$ cat src/rtl/tsre_ram.sv
// Generic single-write, single-read RAM with registered read data.
module tsre_ram #(
    parameter int WIDTH = 8,
    parameter int DEPTH = 16
) (
    input  logic                     aclk,
    input  logic                     we,
    input  logic [$clog2(DEPTH)-1:0] waddr,
    input  logic [WIDTH-1:0]         wdata,
    input  logic                     re,
    input  logic [$clog2(DEPTH)-1:0] raddr,
    output logic [WIDTH-1:0]         rdata
);

    logic [WIDTH-1:0] mem [DEPTH];
    logic [WIDTH-1:0] rdata_reg;

    always_ff @(posedge aclk) begin
        if (we) begin
            mem[waddr] <= wdata;
        end
        if (re) begin
            rdata_reg <= mem[raddr];
        end
    end

    assign rdata = rdata_reg;

endmodule

$ cat config.mk
export PLATFORM = sky130hd
export DESIGN_NAME = tsre_ram
export DESIGN_NICKNAME = d
export VERILOG_FILES = /design/src/rtl/tsre_ram.sv
export SDC_FILE = /design/constraint.sdc
export NUM_CORES = 1
export LEC_CHECK = 0
export ABC_AREA = 0
export BUFFER_PORTS_ARGS = -buffer_cell sky130_fd_sc_hd__clkbuf_2
export CAP_MARGIN = 20
export CORE_MARGIN = 2
export CORE_UTILIZATION = 25
export CTS_BUF_LIST = sky130_fd_sc_hd__clkbuf_4 sky130_fd_sc_hd__clkbuf_8
export CTS_CLUSTER_SIZE = 16
export DETAILED_ROUTE_END_ITERATION = 16
export SYNTH_ARGS = -nofsm -noshare
export SYNTH_HDL_FRONTEND = slang
export SYNTH_SLANG_ARGS = --single-unit
$ cat constraint.sdc
create_clock -name aclk -period 2.95 [get_ports aclk]
set_input_delay 0 -clock aclk [delete_from_list [all_inputs] [get_ports aclk]]
set_output_delay 0 -clock aclk [all_outputs]
set_load 0.1 [all_outputs]
==> metrics.csv <==
stage;metric;value;unit
critical_path;Max FO, Critical Path;18;
place;Placed Instance Area;0.005659;mm²
routing;drt pass-1 iters;4;
critical_path;FF-to-FF path depth;3;
yosys;largest area contributor in the netlist;edfxtp_1;
power;Reg power frac;0.544;
power;Net Sw Power;911.4;µW
sta;Rel. slew slack;0.3930;
sta;Worst Clk Skew;0.009921;ns
cts;CTS sink cnt;136;
routing;Vias/cell;4.315;
routing;drt wl/cell;18.91;µm
cts;CTS HTree Levels;4;
floorplanning;DIE AREA;0.02208;mm²
critical_path;critical path data required time;3.13;ns
finish;commonest non-fill, non-tap cell in the layout;edfxtp_1;
cts;CTS clock-pin slew for the worst setup and hold paths;0.08;ns
yosys;post-synthesis cell type count;18;
finish;max reg flops;128;
power;LEAKAGE;0.001958;µW
critical_path;crit path kind;input port to flip-flop;
yosys;top_reg_cell synth;edfxtp_1;
cts;Skew-Pair Late Insertion Delay;0.43;ns
critical_path;CP Launch Type;input port;
cts;Clock Path Buffers;2;
finish;final instance area;0.006105;mm²
sta;Tmin final;1.537;ns
yosys;Syn. warnings;0;
power;clock share of power;0.389;
yosys;#FFs+latches synth;136;
routing;post-route ant nets;0;
routing;Residual DRC;0;
global_routing;grt total ovfl;0;
global_routing;largest net degree at the start of global routing;33;
yosys;Post-synth EDFFs;136;
power;Net Sw Frac;0.2268;
floorplanning;Std-Cell Rows;52;
floorplanning;IO Count;27;
power;combinational power share;0.067;
sta;setup repair after global routing missed its margin;false;
place;post-DP HPWL;6.884;mm
power;Pwr Density;658.3;mW/mm²
hold_path;Hold Path Stages;1;
floorplanning;Initial Util;0.2567;
finish;layout cells sized above 1;0.2842;
routing;first-iteration detailed-routing DRC count;175;
place;placer congestion estimate;0.6957;
global_routing;initial antenna violation count;0;
sta;Final Hold Vio Count;0;
yosys;Post-Syn Area;0.005228;mm²
floorplanning;total core area;0.02036;mm²
sta;Slew @ Worst Pin;0.9106;ns
critical_path;crit path capture type;flip-flop;
sta;Final period util;0.5211;
global_routing;first-pass GRT wire length;15.99;mm
global_routing;gr usage total;0.1019;
critical_path;crit path DAT;1.72;ns
yosys;synthesized instance count;229;
floorplanning;DIE HEIGHT;148.6;µm
power;Peak VDD IR;362.9;µV
finish;nets@finish;291;
place;port bufs;26;
finish;Area Growth Syn to Fin;16.78;%
cts;root buf cell;clkbuf_8;
yosys;Async SR Flop Fraction;0;
yosys;post-synthesis sequential area ratio;0.7812;
hold_path;Hold Crit Class;input port to flip-flop;
yosys;post-synth top area share;0.7812;
routing;final wirelength;10.50;mm
power;Pint;3107;µW
finish;# diodes;0;
cts;Inserted Clock Buffers;17;
sta;maximum clock rate;0.6505;GHz
global_routing;vias in the first global route;2501;
sta;Setup TNS;0;ns
outcome;status;finished clean;
yosys;top cells by area, synth;edfxtp_1 (78%), mux4_2 (7.8%), mux4_1 (7.0%);
floorplanning;die width;148.6;µm
routing;Vias;2395;
finish;most frequent cells in the layout;edfxtp_1 (136), clkbuf_2 (26), mux4_2 (18), clkbuf_8 (17), a22oi_1 (16);
job;Max Cap Viol;0;
cts;PostCTS Resize Cnt;0;
sta;Setup-failing EPs final;0;
cts;CTS tree;built;
sta;fin. max-slew vios;0;
yosys;syn nets;248;
yosys;Syn Area/Cell;22.83;µm²
## cell families (layout without fill, tap and decap cells)
logic type	after synthesis	count (layout)	synth area share
multiplexers	32	32	0.1479
AND/OR/NAND/NOR	35	35	0.03136
flip-flops	136	136	0.7812
AO/OA/AOI/OAI	16	16	0.02298
buffers and inverters	10	66	0.01651
## worst paths after layout
| check | end | from | slack [ns] |
|---|---|---|---|
| hold / removal | mem[12][4] | wdata[4] | 0.03 |
| hold reg to reg | rdata[6] | mem[7][6] | 0.76 |
| setup reg to reg | rdata[5] | mem[1][5] | 1.42 |
| setup / recovery | rdata[5] | raddr[0] | 1.41 |
## synthesized netlist by cell type, drive strengths merged, types with 2 or more instances
cell,number
nor2,13
buf,7
edfxtp,136
nor3,4
a22oi,16
clkdlybuf4s25,3
nand3b,2
mux4,32
nand2b,2
nand2,9
## stage by stage
stage	setup WS, ns	hold WS [ns]	std cells	util	power (µW)
2_1_floorplan	1.457	0.09887	229	-	2405
3_3_place_gp	0.8905	0.4103	520	0.2779	2496
3_5_place_dp	0.8955	0.4149	520	0.2779	2500
4_1_cts	1.381	0.006760	555	0.2998	4060
5_1_grt	1.298	0.01713	555	0.2998	4154
6_report	1.413	0.02951	555	0.2998	4019
## power groups by stage
stage	logic (µW)	clock network (µW)	registers, µW
global placement	265	0	2230
detailed placement	269	0	2230
finish	268	1560	2190
global route	288	1680	2190
floorplan	110	0	2290
CTS	273	1600	2190
## per-layer routing
layer | routed length, µm | GRT usage | vias up | part of all wire
met3 | 666 | 0.03098 | 10 | 0.063
met1 | 4969 | 0.1440 | 1237 | 0.47
li1 | - | - | 1066 | -
met5 | 0 | 0 | - | 0
met2 | 4705 | 0.1500 | 82 | 0.45
met4 | 156 | 0.03476 | 0 | 0.015
## critical path, stage by stage
cell and delay [ns]:
clkbuf_2 0.45, buf_12 0.26, mux4_1 0.59, a22oi_1 0.28, nand2_1 0.11
## repair_timing
| item | CTS | global route |
|---|---|---|
| hold endpoints to repair | 40 | 0 |
| setup buffers | 0 | 0 |
| endpoints found under the setup margin | 0 | 0 |
| hold buffers | 3 | 0 |
## layout make-up
cell class | instances | area (µm²)
flip-flops and latches | 136 | 4084
repair buffers | 34 | 210.2
well taps | 270 | 337.8
multi-input cells | 83 | 1057
fillers | 1983 | 14260
clock buffers | 18 | 241.5
clock inverters | 14 | 173.9
Power figures use the tool's default switching activity.
